<file path="src/hdl/rpa_pkg.sv">
`default_nettype none

package rpa_pkg;

	// Sizing of the managed window and of the count store
	localparam int PAGE_COUNT  = 4096;
	localparam int PAGE_SHIFT  = 12;
	localparam int COUNT_WIDTH = 8;

	// Field widths fixed by the interface
	localparam int ADDR_W      = 32;
	localparam int KIND_W      = 3;
	localparam int STATUS_W    = 3;
	localparam int COUNT_OUT_W = 8;
	localparam int LOWEST_W    = 20;
	localparam int TOP_W       = 21;
	localparam int REG_W       = 32;
	localparam int PADDR_W     = 3;
	localparam int OUT_DATA_W  = 48;
	localparam int OUT_PAD_W   = OUT_DATA_W - ADDR_W - COUNT_OUT_W - 1;

	// Derived widths
	localparam int PAGE_NUM_W  = ADDR_W - PAGE_SHIFT;
	localparam int SLOT_W      = $clog2(PAGE_COUNT);
	localparam int DEPTH_W     = $clog2(PAGE_COUNT + 1);
	localparam int CMP_W       = ((PAGE_NUM_W > TOP_W) ? PAGE_NUM_W : TOP_W) + 1;

	localparam logic [COUNT_WIDTH-1:0] COUNT_MAX = {COUNT_WIDTH{1'b1}};
	localparam logic [COUNT_WIDTH-1:0] COUNT_ONE = COUNT_WIDTH'(1);

	// Request kinds on the input stream
	localparam logic [KIND_W-1:0] KIND_ALLOC   = 3'd0;
	localparam logic [KIND_W-1:0] KIND_FREE    = 3'd1;
	localparam logic [KIND_W-1:0] KIND_ADD_REF = 3'd2;
	localparam logic [KIND_W-1:0] KIND_GET_REF = 3'd3;
	localparam logic [KIND_W-1:0] KIND_SEED    = 3'd4;

	// Result status codes
	localparam logic [STATUS_W-1:0] ST_OK          = 3'd0;
	localparam logic [STATUS_W-1:0] ST_BAD_ADDR    = 3'd1;
	localparam logic [STATUS_W-1:0] ST_NO_MEM      = 3'd2;
	localparam logic [STATUS_W-1:0] ST_DOUBLE_FREE = 3'd3;
	localparam logic [STATUS_W-1:0] ST_SATURATED   = 3'd4;
	localparam logic [STATUS_W-1:0] ST_STACK_FULL  = 3'd5;

	// Register index (address bit 2)
	localparam logic REG_LOWEST = 1'b0;
	localparam logic REG_TOP    = 1'b1;

	// Request queue between front and back
	localparam int QUEUE_DEPTH = 2;
	localparam int QPTR_W      = $clog2(QUEUE_DEPTH);
	localparam int QCNT_W      = $clog2(QUEUE_DEPTH + 1);

	// Operation after classification
	typedef enum logic [2:0] {
		OP_ALLOC,
		OP_FREE,
		OP_ADD_REF,
		OP_GET_REF,
		OP_SEED,
		OP_BAD_ADDR,
		OP_NOP
	} op_t;

	typedef struct packed {
		op_t                   op;
		logic [PAGE_NUM_W-1:0] page;
		logic [SLOT_W-1:0]     slot;
	} req_t;

	typedef struct packed {
		logic [STATUS_W-1:0]    status;
		logic [ADDR_W-1:0]      page_address;
		logic [COUNT_OUT_W-1:0] ref_count;
		logic                   page_released;
	} rsp_t;

	typedef struct packed {
		logic              hit;
		logic [SLOT_W-1:0] slot;
	} win_t;

	// Position of a page in the window above lowest; top is checked apart
	function automatic win_t window_slot(input logic [PAGE_NUM_W-1:0] page,
			input logic [LOWEST_W-1:0] lowest);
		logic [CMP_W-1:0] p;
		logic [CMP_W-1:0] l;
		logic [CMP_W-1:0] d;
		win_t             w;
		p = CMP_W'(page);
		l = CMP_W'(lowest);
		d = p - l;
		w.hit  = (p >= l) && (d < CMP_W'(PAGE_COUNT));
		w.slot = d[SLOT_W-1:0];
		return w;
	endfunction

endpackage

`default_nettype wire

</file>
<file path="src/hdl/rpa_queue.sv">
`default_nettype none

// Short request queue, head shown ahead
module rpa_queue import rpa_pkg::*; (
	input  wire logic clk,
	input  wire logic arst_n,
	input  wire logic push,
	input  wire req_t push_req,
	output logic      full,
	input  wire logic pop,
	output logic      empty,
	output req_t      head
);

	req_t              entry_q [QUEUE_DEPTH];
	logic [QPTR_W-1:0] wr_ptr_q;
	logic [QPTR_W-1:0] rd_ptr_q;
	logic [QCNT_W-1:0] count_q;

	assign full  = (count_q == QCNT_W'(QUEUE_DEPTH));
	assign empty = (count_q == '0);
	assign head  = entry_q[rd_ptr_q];

	// Pointers and fill level
	always_ff @(posedge clk or negedge arst_n) begin
		if (!arst_n) begin
			wr_ptr_q <= '0;
			rd_ptr_q <= '0;
			count_q  <= '0;
		end else begin
			if (push) begin
				wr_ptr_q <= wr_ptr_q + QPTR_W'(1);
			end
			if (pop) begin
				rd_ptr_q <= rd_ptr_q + QPTR_W'(1);
			end
			if (push && !pop) begin
				count_q <= count_q + QCNT_W'(1);
			end else if (pop && !push) begin
				count_q <= count_q - QCNT_W'(1);
			end
		end
	end

	// Entries
	always_ff @(posedge clk) begin
		if (push) begin
			entry_q[wr_ptr_q] <= push_req;
		end
	end

endmodule

`default_nettype wire

</file>
<file path="config.mk">
export PLATFORM = sky130hd
export DESIGN_NAME = rpa_queue
export DESIGN_NICKNAME = d
export VERILOG_FILES = /design/src/hdl/rpa_pkg.sv /design/src/hdl/rpa_queue.sv
export SDC_FILE = /design/constraint.sdc
export NUM_CORES = 1
export LEC_CHECK = 0
export BUFFER_PORTS_ARGS = -buffer_cell sky130_fd_sc_hd__buf_2
export CELL_PAD_IN_SITES_DETAIL_PLACEMENT = 1
export CELL_PAD_IN_SITES_GLOBAL_PLACEMENT = 1
export CORE_MARGIN = 3
export CORE_UTILIZATION = 35
export DETAILED_ROUTE_END_ITERATION = 16
export PLACE_DENSITY = 0.76
export SLEW_MARGIN = 30
export SYNTH_ARGS = -nofsm -noshare
export SYNTH_HDL_FRONTEND = slang
export SYNTH_SLANG_ARGS = --single-unit
export TNS_END_PERCENT = 1
</file>
<file path="constraint.sdc">
create_clock -name clk -period 2.5 [get_ports clk]
set_input_delay 0.375 -clock clk [delete_from_list [all_inputs] [get_ports clk]]
set_output_delay 0.375 -clock clk [all_outputs]
set_load 0.03 [all_outputs]
</file>
==> flow_metrics.env <==
export IMPL_via_count=1398
export IMPL_h_tree_depth=3
export IMPL_place_port_buffers=75
export IMPL_hold_violations=0
export IMPL_num_io_pins=76
export IMPL_dp_hpwl_microns=3520
export IMPL_yosysUniqueCellTypes=13
export IMPL_timing_fmax_ghz=0.456
export IMPL_worst_r2r_cell_count=2
export IMPL_hold_path_cell_count=1
export IMPL_area_growth_synth_to_final_pct=25.3
export IMPL_synth_yosys_seq_area_share_pct=76.9
export IMPL_transition_at_the_pin_with_the_smallest_max_transition_slack_ns=0.582
export IMPL_core_footprint_sq_um=7850
export IMPL_num_rows=32
export IMPL_global_route_wire_length_before_repair_microns=7450
export IMPL_ctsResizeCount=0
export IMPL_clock_latency_ns=0.33
export IMPL_final_min_clock_period_ns=2.20
export IMPL_cts_buffers_inserted=9
export IMPL_cellLeakagePower_nw=1.45
export IMPL_first_iter_violations=34
export IMPL_drt_wl_total_microns=5150
export IMPL_maximum_number_of_pins_on_one_net_before_global_route_repair=20
export IMPL_drtAntennaViolNets=0
export IMPL_worst_path_max_fanout=19
export IMPL_place_inst=302
export IMPL_finalNonFillerCells=319
export IMPL_cts_setup_buffers=0
export IMPL_clk_path_buf_depth=2
export IMPL_worstPathArrival_ns=1.82
export IMPL_setup_slack_of_the_worst_register_to_register_path_ns=1.01
export IMPL_setup_tns_ns=0
export IMPL_tritoncts="done"
export IMPL_nets=252
export IMPL_holdPathEnd="entry_q[0][8]"
export IMPL_fin_worst_skew_ns=0.00868
export IMPL_root_buffer_cell="clkbuf_8"
export IMPL_final_min_period_over_clock_period_pct=87.8
export IMPL_wl_per_cell_microns=16.2
export IMPL_ys_seq_elements=74
export IMPL_cts_clk_slew_worst_paths_ns=0.08
export IMPL_syn_area_sq_um=2860
export IMPL_globalRouteTotalUtil_pct=11.2
export IMPL_status="completed"
export IMPL_sequential_cell_area_sq_um=2200
export IMPL_antenna_found_initial=0
export IMPL_grt_pass1_vias=1506
export IMPL_insertedDiodeCount=0
export IMPL_rsz0062_at_grt="false"
export IMPL_synth_warning_count=0
export IMPL_pwr_density_cell_nw_per_um2=1220
export IMPL_die_height_microns=96.4
export IMPL_die_area_sq_um=9300
export IMPL_multiInputGateArea_sq_um=594
export IMPL_final_number_of_max_transition_violations=0
export IMPL_fin_ws_ns=0.305
export IMPL_dp_worst_setup_slack_ns=0.618
export IMPL_tritoncts_num_sinks=74
export IMPL_finalSetupViolations=0
export IMPL_initial_core_util_pct=36.5
export IMPL_peakVddDrop_mv=0.458
export IMPL_max_cap_violations=0
export IMPL_fp_dieW_microns=96.4
export IMPL_r2r_start="wr_ptr_q"
export IMPL_timing_slew_headroom_pct=61.1
export IMPL_worstHoldStart="push_req[8]"
export IMPL_layout_drive_gt1_share_pct=61.3
export IMPL_final_fill_count=783
export IMPL_route_detailed_drc=0
export IMPL_drtPass1Iterations=3
export IMPL_grt_remaining_overflow=0
export IMPL_syn_avg_cell_area_sq_um=22.9
export IMPL_rr_endpoint="entry_q[1][15]"
export IMPL_cts_hold_buf=1
export IMPL_start_kind="flop"
export IMPL_worstPathRequired_ns=2.12
export IMPL_post_synthesis_instance_total=125
export IMPL_timing_critical_path_to_type="primary output"
export IMPL_synthesis_nets=165
export IMPL_via_density_per_instance=4.38
export IMPL_hold_class="input pin to flop"
export IMPL_routabilityCongestion=0.667
export IMPL_criticalPathCategory="flop to primary output"
-- cell usage after synthesis --
| master | count | share of area (%) |
|---|---|---|
| inv_1 | 1 | 0.13 |
| mux2_4 | 29 | 15 |
| nor2_1 | 2 | 0.26 |
| xor2_1 | 4 | 1.2 |
| nor2b_1 | 2 | 0.44 |
| xnor2_1 | 1 | 0.31 |
| buf_6 | 1 | 0.39 |
| edfxtp_1 | 70 | 73 |
| and2_1 | 1 | 0.22 |
| mux2_2 | 6 | 2.4 |
| buf_12 | 3 | 2.1 |
| ha_1 | 1 | 0.44 |
| dfrtp_1 | 4 | 3.5 |
-- state kept, by name, indices dropped and copies added, names as in the netlist --
register / cells
wr_ptr_q: 1
entry_q: 70
count_q: 2
rd_ptr_q: 1
-- per-stage QoR --
stage / hold slack, ns / power [mW] / utilization, % / area (sq um)
final: 0.225 / 4.39 / 45.7 / 3590
after global routing: 0.201 / 4.62 / 45.7 / 3590
after CTS: 0.200 / 4.47 / 45.7 / 3590
after detailed placement: 0.185 / 3.46 / 42.8 / 3360
after global placement: 0.185 / 3.42 / 42.8 / 3360
after floorplan: 0.0794 / 3.10 / - / 2860
-- cell type report --
class / instances / area share [%]
well taps: 102 / 3.56
clock buffers: 9 / 3.45
flip-flops and latches: 74 / 61.4
inverters: 1 / 0.105
clock inverters: 7 / 2.62
multi-input cells: 46 / 16.6
repair buffers: 80 / 12.3
-- cells in the final DEF (no fill, tap or decap) --
cell type,count
clkinv_2,2
xor2_1,4
buf_12,2
edfxtp_1,70
dfrtp_1,3
mux2_4,29
clkinv_4,1
bufinv_16,2
dlygate4sd3_1,1
nor2_1,2
inv_1,1
clkbuf_8,9
mux2_2,6
buf_4,2
buf_2,75
xnor2_1,1
clkinvlp_4,2
nor2b_4,1
dfrtp_2,1
nor2b_1,1
ha_1,1
and2_2,1
-- report_power, final --
group / switching (mW) / internal [mW]
registers: 0.155 / 1.65
clock network: 0.428 / 0.560
logic: 0.938 / 0.663
total: 1.52 / 2.87
-- layer usage --
metal  GRT usage [%]  share of wire (%)  up-vias
met3            2.94                6.4        7
met4            5.61                1.3        0
met5               0                  0        -
met2            20.4                 53       47
met1            11.9                 39      688
li1                -                  -      656
-- kinds of logic after synthesis --
kind of cell,count (synthesis),share of synthesized area (%)
buf+inv,5,2.62
xor+xnor,5,1.53
simple gates,5,0.918
mux,35,17.6
fa+ha+maj,1,0.437
flops,74,76.9
-- worst max-delay path by stage --
stage | start | end | slack, ns | cells past startpoint
after floorplan | wr_ptr_q | entry_q[0][0] | 0.1 | 1
after detailed placement | rd_ptr_q | head[6] | 0.62 | 3
final | rd_ptr_q | head[32] | 0.30 | 3
after global routing | rd_ptr_q | head[4] | 0.21 | 3
after global placement | rd_ptr_q | head[8] | 0.62 | 3
after CTS | rd_ptr_q | head[6] | 0.26 | 3
-- worst max-delay path, stage by stage (launching register included) --
cell,delay (ns)
dfrtp_2,0.72
buf_12,0.27
mux2_4,0.32
buf_2,0.18
Power figures use the tool's default switching activity.
