[src/hdl/rpa_pkg.sv]
`default_nettype none

package rpa_pkg;

	// Sizing of the managed window and of the count store
	localparam int PAGE_COUNT  = 4096;
	localparam int PAGE_SHIFT  = 12;
	localparam int COUNT_WIDTH = 8;

	// Field widths fixed by the interface
	localparam int ADDR_W      = 32;
	localparam int KIND_W      = 3;
	localparam int STATUS_W    = 3;
	localparam int COUNT_OUT_W = 8;
	localparam int LOWEST_W    = 20;
	localparam int TOP_W       = 21;
	localparam int REG_W       = 32;
	localparam int PADDR_W     = 3;
	localparam int OUT_DATA_W  = 48;
	localparam int OUT_PAD_W   = OUT_DATA_W - ADDR_W - COUNT_OUT_W - 1;

	// Derived widths
	localparam int PAGE_NUM_W  = ADDR_W - PAGE_SHIFT;
	localparam int SLOT_W      = $clog2(PAGE_COUNT);
	localparam int DEPTH_W     = $clog2(PAGE_COUNT + 1);
	localparam int CMP_W       = ((PAGE_NUM_W > TOP_W) ? PAGE_NUM_W : TOP_W) + 1;

	localparam logic [COUNT_WIDTH-1:0] COUNT_MAX = {COUNT_WIDTH{1'b1}};
	localparam logic [COUNT_WIDTH-1:0] COUNT_ONE = COUNT_WIDTH'(1);

	// Request kinds on the input stream
	localparam logic [KIND_W-1:0] KIND_ALLOC   = 3'd0;
	localparam logic [KIND_W-1:0] KIND_FREE    = 3'd1;
	localparam logic [KIND_W-1:0] KIND_ADD_REF = 3'd2;
	localparam logic [KIND_W-1:0] KIND_GET_REF = 3'd3;
	localparam logic [KIND_W-1:0] KIND_SEED    = 3'd4;

	// Result status codes
	localparam logic [STATUS_W-1:0] ST_OK          = 3'd0;
	localparam logic [STATUS_W-1:0] ST_BAD_ADDR    = 3'd1;
	localparam logic [STATUS_W-1:0] ST_NO_MEM      = 3'd2;
	localparam logic [STATUS_W-1:0] ST_DOUBLE_FREE = 3'd3;
	localparam logic [STATUS_W-1:0] ST_SATURATED   = 3'd4;
	localparam logic [STATUS_W-1:0] ST_STACK_FULL  = 3'd5;

	// Register index (address bit 2)
	localparam logic REG_LOWEST = 1'b0;
	localparam logic REG_TOP    = 1'b1;

	// Request queue between front and back
	localparam int QUEUE_DEPTH = 2;
	localparam int QPTR_W      = $clog2(QUEUE_DEPTH);
	localparam int QCNT_W      = $clog2(QUEUE_DEPTH + 1);

	// Operation after classification
	typedef enum logic [2:0] {
		OP_ALLOC,
		OP_FREE,
		OP_ADD_REF,
		OP_GET_REF,
		OP_SEED,
		OP_BAD_ADDR,
		OP_NOP
	} op_t;

	typedef struct packed {
		op_t                   op;
		logic [PAGE_NUM_W-1:0] page;
		logic [SLOT_W-1:0]     slot;
	} req_t;

	typedef struct packed {
		logic [STATUS_W-1:0]    status;
		logic [ADDR_W-1:0]      page_address;
		logic [COUNT_OUT_W-1:0] ref_count;
		logic                   page_released;
	} rsp_t;

	typedef struct packed {
		logic              hit;
		logic [SLOT_W-1:0] slot;
	} win_t;

	// Position of a page in the window above lowest; top is checked apart
	function automatic win_t window_slot(input logic [PAGE_NUM_W-1:0] page,
			input logic [LOWEST_W-1:0] lowest);
		logic [CMP_W-1:0] p;
		logic [CMP_W-1:0] l;
		logic [CMP_W-1:0] d;
		win_t             w;
		p = CMP_W'(page);
		l = CMP_W'(lowest);
		d = p - l;
		w.hit  = (p >= l) && (d < CMP_W'(PAGE_COUNT));
		w.slot = d[SLOT_W-1:0];
		return w;
	endfunction

endpackage

`default_nettype wire

[src/hdl/rpa_front.sv]
`default_nettype none

// Accepts requests, checks the address and turns the kind into an operation
module rpa_front import rpa_pkg::*; (
	input  wire logic [KIND_W-1:0]   kind,
	input  wire logic [ADDR_W-1:0]   address,
	input  wire logic [LOWEST_W-1:0] lowest_page,
	input  wire logic [TOP_W-1:0]    top_page,
	output req_t                     req
);

	logic [PAGE_NUM_W-1:0] page;
	logic                  aligned;
	logic                  below_top;
	logic                  in_range;
	win_t                  win;

	// Page number, alignment and window test
	always_comb begin
		page      = address[ADDR_W-1:PAGE_SHIFT];
		aligned   = (address[PAGE_SHIFT-1:0] == '0);
		win       = window_slot(page, lowest_page);
		below_top = (CMP_W'(page) < CMP_W'(top_page));
		in_range  = win.hit && below_top;
	end

	// Classify
	always_comb begin
		req.page = page;
		req.slot = win.slot;
		case (kind)
			KIND_ALLOC:   req.op = OP_ALLOC;
			KIND_FREE:    req.op = (in_range && aligned) ? OP_FREE : OP_BAD_ADDR;
			KIND_ADD_REF: req.op = (in_range && aligned) ? OP_ADD_REF : OP_BAD_ADDR;
			KIND_SEED:    req.op = (in_range && aligned) ? OP_SEED : OP_BAD_ADDR;
			KIND_GET_REF: req.op = in_range ? OP_GET_REF : OP_BAD_ADDR;
			default:      req.op = OP_NOP;
		endcase
	end

endmodule

`default_nettype wire

[config.mk]
export PLATFORM = sky130hd
export DESIGN_NAME = rpa_front
export DESIGN_NICKNAME = d
export VERILOG_FILES = /design/src/hdl/rpa_pkg.sv /design/src/hdl/rpa_front.sv
export SDC_FILE = /design/constraint.sdc
export NUM_CORES = 1
export LEC_CHECK = 0
export BUFFER_PORTS_ARGS = -buffer_cell sky130_fd_sc_hd__buf_2
export CAP_MARGIN = 40
export CORE_ASPECT_RATIO = 1.4
export CORE_UTILIZATION = 47
export DETAILED_ROUTE_END_ITERATION = 6
export MAX_ROUTING_LAYER = met4
export PLACE_DENSITY = 0.93
export SLEW_MARGIN = 20
export SYNTH_ARGS = -nofsm -noshare
export SYNTH_HDL_FRONTEND = slang
export SYNTH_SLANG_ARGS = --single-unit
[constraint.sdc]
create_clock -name vclk -period 3.4
set_input_delay 0.17 -clock vclk [all_inputs]
set_output_delay 0.17 -clock vclk [all_outputs]
set_load 0.01 [all_outputs]
==> flow_metrics.env, run 1 <==
export IMPL_status="finished clean"
export IMPL_io_pins=111
export IMPL_yosysWarnings=0
export IMPL_cts_resized_gates=0
export IMPL_crit_fanout=4
export IMPL_grt_antenna_before_repair=0
export IMPL_worst_pin_slew_ns=0.640
export IMPL_dp_cells=405
export IMPL_stdcell_count=405
export IMPL_wire_per_inst_um=12.3
export IMPL_ant_nets=0
export IMPL_first_pass_iters=4
export IMPL_placed_area_mm2=0.00237
export IMPL_slew_violations=0
export IMPL_n_antenna_cell=0
export IMPL_finalSetupViolCount=0
export IMPL_p_per_area_mw_per_mm2=165
export IMPL_worst_slack_ns=0.379
export IMPL_syn_avg_cell_area_um2=7.06
export IMPL_use_met3=0.00833
export IMPL_critical_path_max_stage_delay_ns=0.40
export IMPL_crit_start="address[12]"
export IMPL_required_ns=3.23
export IMPL_start_util=0.492
export IMPL_crit_top_cell="buf_2"
export IMPL_power_leakage_nw=1.38
export IMPL_synth_area_mm2=0.00193
export IMPL_setup_worst_path_end="req[34]"
export IMPL_core_area_mm2=0.00392
export IMPL_rows=27
export IMPL_crit_path_top_delay_cell="fa_1"
export IMPL_fin_area_mm2=0.00237
export IMPL_hp_class="primary input to output port"
export IMPL_port_buffers=111
export IMPL_n_clock_buffer=0
export IMPL_cts_hold_buf=0
export IMPL_finalSetupTns_ns=0
export IMPL_max_cap_violations=0
export IMPL_fin_util=0.605
export IMPL_gp_congestion=0.917
export IMPL_grt_setup_unrepaired="no"
export IMPL_fp_dieH_um=77.8
export IMPL_area_delta_synth_final_pct=23.0
export IMPL_fin_crit_sh=0.888
export IMPL_arrival_ns=2.85
export IMPL_ys_types=56
export IMPL_grt_start_max_net_pins=10
export IMPL_ys_seq_area_frac=0
export IMPL_netlist_instances=273
export IMPL_via_per_inst=5.44
export IMPL_vias=2202
export IMPL_post_cts_setup_buffers=0
export IMPL_seq_cell_count=0
export IMPL_start_kind="primary input"
export IMPL_grtUsageMet1=0.211
export IMPL_max_freq_mhz=331
export IMPL_nNetsFinal=480
export IMPL_syn_num_nets=389
export IMPL_grt_pass1_wl_um=8070
export IMPL_grt_busiest_layer="met2"
export IMPL_crit_chain="buf_2, inv_1, ha_1, fa_1, nand2b_1, a21o_1, and3_4, o31ai_4, o221ai_2, a221o_1, nor4_2, a21oi_1, buf_2"
export IMPL_hold_slack_ns=0.548
export IMPL_die_area_mm2=0.00436
export IMPL_total_power_mw=0.390
export IMPL_grt_use_total=0.224
export IMPL_hold_viol_final=0
export IMPL_irDropWorstVdd_v=0.000117
export IMPL_overflow=0
export IMPL_drc_errors=0
export IMPL_fin_crit_ns=3.02
export IMPL_crit_type="primary input to output port"
export IMPL_maxSlewHeadroom=0.562
export IMPL_grt_pass1_vias=2034
export IMPL_final_layout_size_suffix_gt1_frac=0.356
export IMPL_die_w_um=56.1
export IMPL_routed_wl_um=4960
export IMPL_dp_final_hpwl_um=4490
export IMPL_pre_cts_ws_ns=0.365
export IMPL_crit_path_end_kind="output port"
export IMPL_drt_iter0_markers=37
export IMPL_grtUsageMet2=0.486
export IMPL_seq_area_um2=0
-- kinds of logic (layout without fill, tap and decap cells) --
family	after synthesis	in the layout	synth area share
AND/OR/NAND/NOR	77	77	0.221
AO/OA/AOI/OAI	74	74	0.283
buffers and inverters	71	160	0.182
adder cells (fa/ha/maj)	40	40	0.264
XOR/XNOR	10	10	0.0455
multiplexers	1	1	0.00520
-- how the worst min path moves through the flow --
stage | from | end | slack [ns] | depth (start not counted)
after floorplan | address[12] | req[12] | 0.43 | 1
after global placement | address[12] | req[12] | 0.54 | 2
after detailed placement | address[12] | req[12] | 0.55 | 2
after CTS | address[12] | req[12] | 0.55 | 2
after global routing | address[12] | req[12] | 0.57 | 2
final | address[12] | req[12] | 0.55 | 2
-- report_power, final --
part | switching (mW) | leakage [nW] | internal (mW)
combinational | 0.209 | 1.38 | 0.181
sequential | 0 | 0 | 0
clock | 0 | 0 | 0
total | 0.209 | 1.38 | 0.181
-- layout by cell type (no fill, tap or decap), types with 3 or more instances in the layout --
master / instances
xnor2_1: 7
nor4_1: 4
a211oi_1: 6
ha_1: 39
xor2_1: 3
nand2_1: 14
o21a_1: 3
a21boi_0: 4
nor3_1: 6
nand4_1: 5
a31oi_1: 3
inv_1: 49
nand2b_1: 10
nand3_1: 4
a21o_1: 6
o21ai_1: 3
buf_2: 111
nand3b_1: 3
o21ai_0: 8
nor2_1: 19
a21oi_1: 15
-- final cells by class --
class | instances | area, um2
fillers | 374 | 1550
inverters | 49 | 184
multi-input cells | 202 | 1580
repair buffers | 111 | 556
well taps | 43 | 53.8
-- critical path, delay by kind of cell --
kind | cells | cell delay (ns)
buf+inv | 3 | 0.28
compound gates | 5 | 1.11
simple gates | 3 | 0.68
fa+ha+maj | 2 | 0.61
-- layer usage --
metal | routed length, um | part of all wire | up-vias
li1 | - | - | 1128
met1 | 1890 | 0.38 | 983
met2 | 2750 | 0.55 | 83
met3 | 223 | 0.045 | 8
met4 | 102 | 0.021 | 0
met5 | 0 | 0 | -
-- cell usage after synthesis, types with 3 or more instances --
cell type  count  share of area
a21o_1         6          0.023
a31oi_1        3         0.0097
a21oi_1       15          0.039
xor2_1         3          0.014
o21ai_1        3         0.0078
nand3b_1       3          0.012
inv_1         49          0.095
o21a_1         3          0.012
nand2_1       14          0.027
nor2_1        19          0.037
a211oi_1       6          0.023
a21boi_0       4          0.016
nor4_1         4          0.013
xnor2_1        7          0.032
ha_1          39           0.25
buf_4         20          0.078
nand4_1        5          0.016
nand3_1        4          0.010
nor3_1         6          0.016
o21ai_0        8          0.021
nand2b_1      10          0.032
(Power assumes the default switching activity.)
==> run 2: changes to the inputs <==
--- a/config.mk
+++ b/config.mk
@@ -12,6 +12,7 @@
 export DETAILED_ROUTE_END_ITERATION = 6
 export MAX_ROUTING_LAYER = met4
 export PLACE_DENSITY = 0.93
+export REMOVE_ABC_BUFFERS = 1
 export SLEW_MARGIN = 20
 export SYNTH_ARGS = -nofsm -noshare
 export SYNTH_HDL_FRONTEND = slang
==> run 2 against run 1 <==
  * Die area did not move
  * Hold slack got worse by 0.0018 ns
  * Global-route usage grew 0.83 points
==> flow_metrics.env, run 2 (synthesis gave the netlist of run 1 again) <==
export IMPL_grt_use_total=0.233
export IMPL_maxSlewHeadroom=0.614
export IMPL_crit_type="primary input to output port"
export IMPL_nNetsFinal=480
export IMPL_crit_fanout=4
export IMPL_vias=2272
export IMPL_via_per_inst=5.61
export IMPL_hp_class="primary input to output port"
export IMPL_start_util=0.492
export IMPL_grt_start_max_net_pins=10
export IMPL_overflow=0
export IMPL_n_clock_buffer=0
export IMPL_required_ns=3.23
export IMPL_finalSetupViolCount=0
export IMPL_dp_cells=405
export IMPL_crit_top_cell="buf_2"
export IMPL_start_kind="primary input"
export IMPL_arrival_ns=2.91
export IMPL_p_per_area_mw_per_mm2=166
export IMPL_fin_util=0.605
export IMPL_stdcell_count=405
export IMPL_fp_dieH_um=77.8
export IMPL_fin_crit_ns=3.08
export IMPL_hold_slack_ns=0.546
export IMPL_crit_path_end_kind="output port"
export IMPL_dp_final_hpwl_um=4520
export IMPL_slew_violations=0
export IMPL_port_buffers=111
export IMPL_grt_pass1_vias=2268
export IMPL_area_delta_synth_final_pct=23.0
export IMPL_cts_hold_buf=0
export IMPL_final_layout_size_suffix_gt1_frac=0.356
export IMPL_crit_path_top_delay_cell="fa_1"
export IMPL_wire_per_inst_um=12.5
export IMPL_critical_path_max_stage_delay_ns=0.42
export IMPL_drc_errors=0
export IMPL_irDropWorstVdd_v=0.000115
export IMPL_mostFrequentLayoutCell="buf_2"
export IMPL_worst_pin_slew_ns=0.564
export IMPL_grt_pass1_wl_um=8420
export IMPL_n_antenna_cell=0
export IMPL_die_w_um=56.1
export IMPL_rows=27
export IMPL_final_cell_mix="buf_2, inv_1, ha_1, nor2_1, a21oi_1"
export IMPL_first_pass_iters=4
export IMPL_finalSetupTns_ns=0
export IMPL_seq_area_um2=0
export IMPL_die_area_mm2=0.00436
export IMPL_max_freq_mhz=325
export IMPL_routed_wl_um=5070
export IMPL_gp_congestion=0.940
export IMPL_fin_crit_sh=0.905
export IMPL_max_cap_violations=0
export IMPL_power_leakage_nw=1.38
export IMPL_crit_chain="buf_2, inv_1, ha_1, fa_1, nand2b_1, a21o_1, and3_4, o31ai_4, o221ai_2, a221o_1, nor4_2, a21bo_1, buf_2"
export IMPL_status="finished clean"
export IMPL_cts_resized_gates=0
export IMPL_ant_nets=0
export IMPL_post_cts_setup_buffers=0
export IMPL_seq_cell_count=0
export IMPL_core_area_mm2=0.00392
export IMPL_grt_setup_unrepaired="no"
export IMPL_hold_viol_final=0
export IMPL_drt_iter0_markers=71
export IMPL_io_pins=111
export IMPL_grt_antenna_before_repair=0
==> run 2: path summary, 6_finish.rpt <==
check	cells after the start	slack, ns	endpoint	from
max	13	0.32	req[33]	address[12]
min	2	0.55	req[12]	address[12]
==> run 2: layout make-up <==
class / instances / area, um2
repair buffers: 111 / 556
multi-input cells: 202 / 1580
inverters: 49 / 184
well taps: 43 / 53.8
fillers: 344 / 1550
==> run 2: critical path, delay by kind of cell <==
kind / cells / cell delay [ns]
AO/OA/AOI/OAI: 5 / 1.16
AND/OR/NAND/NOR: 3 / 0.69
adder cells (fa/ha/maj): 2 / 0.63
buffers and inverters: 3 / 0.25
==> run 2: metal layers <==
layer  track usage  vias up  wire, um
met1         0.210     1009      1850
met3        0.0100       16       315
met5             -        -         0
met2         0.496      122      2740
met4        0.0756        0       162
li1              -     1125         -
==> run 2: power by group <==
group          internal, mW  total [mW]  switching (mW)
clock                     0           0               0
combinational         0.181       0.393           0.212
sequential                0           0               0
total                 0.181       0.393           0.212
==> run 2: stage by stage <==
stage	setup WS [ns]	power [mW]	cell area (um2)
2_1_floorplan	0.721	0.243	1760
3_3_place_gp	0.391	0.379	2370
3_5_place_dp	0.316	0.390	2370
4_1_cts	0.308	0.392	2370
5_1_grt	0.207	0.436	2370
6_report	0.323	0.393	2370
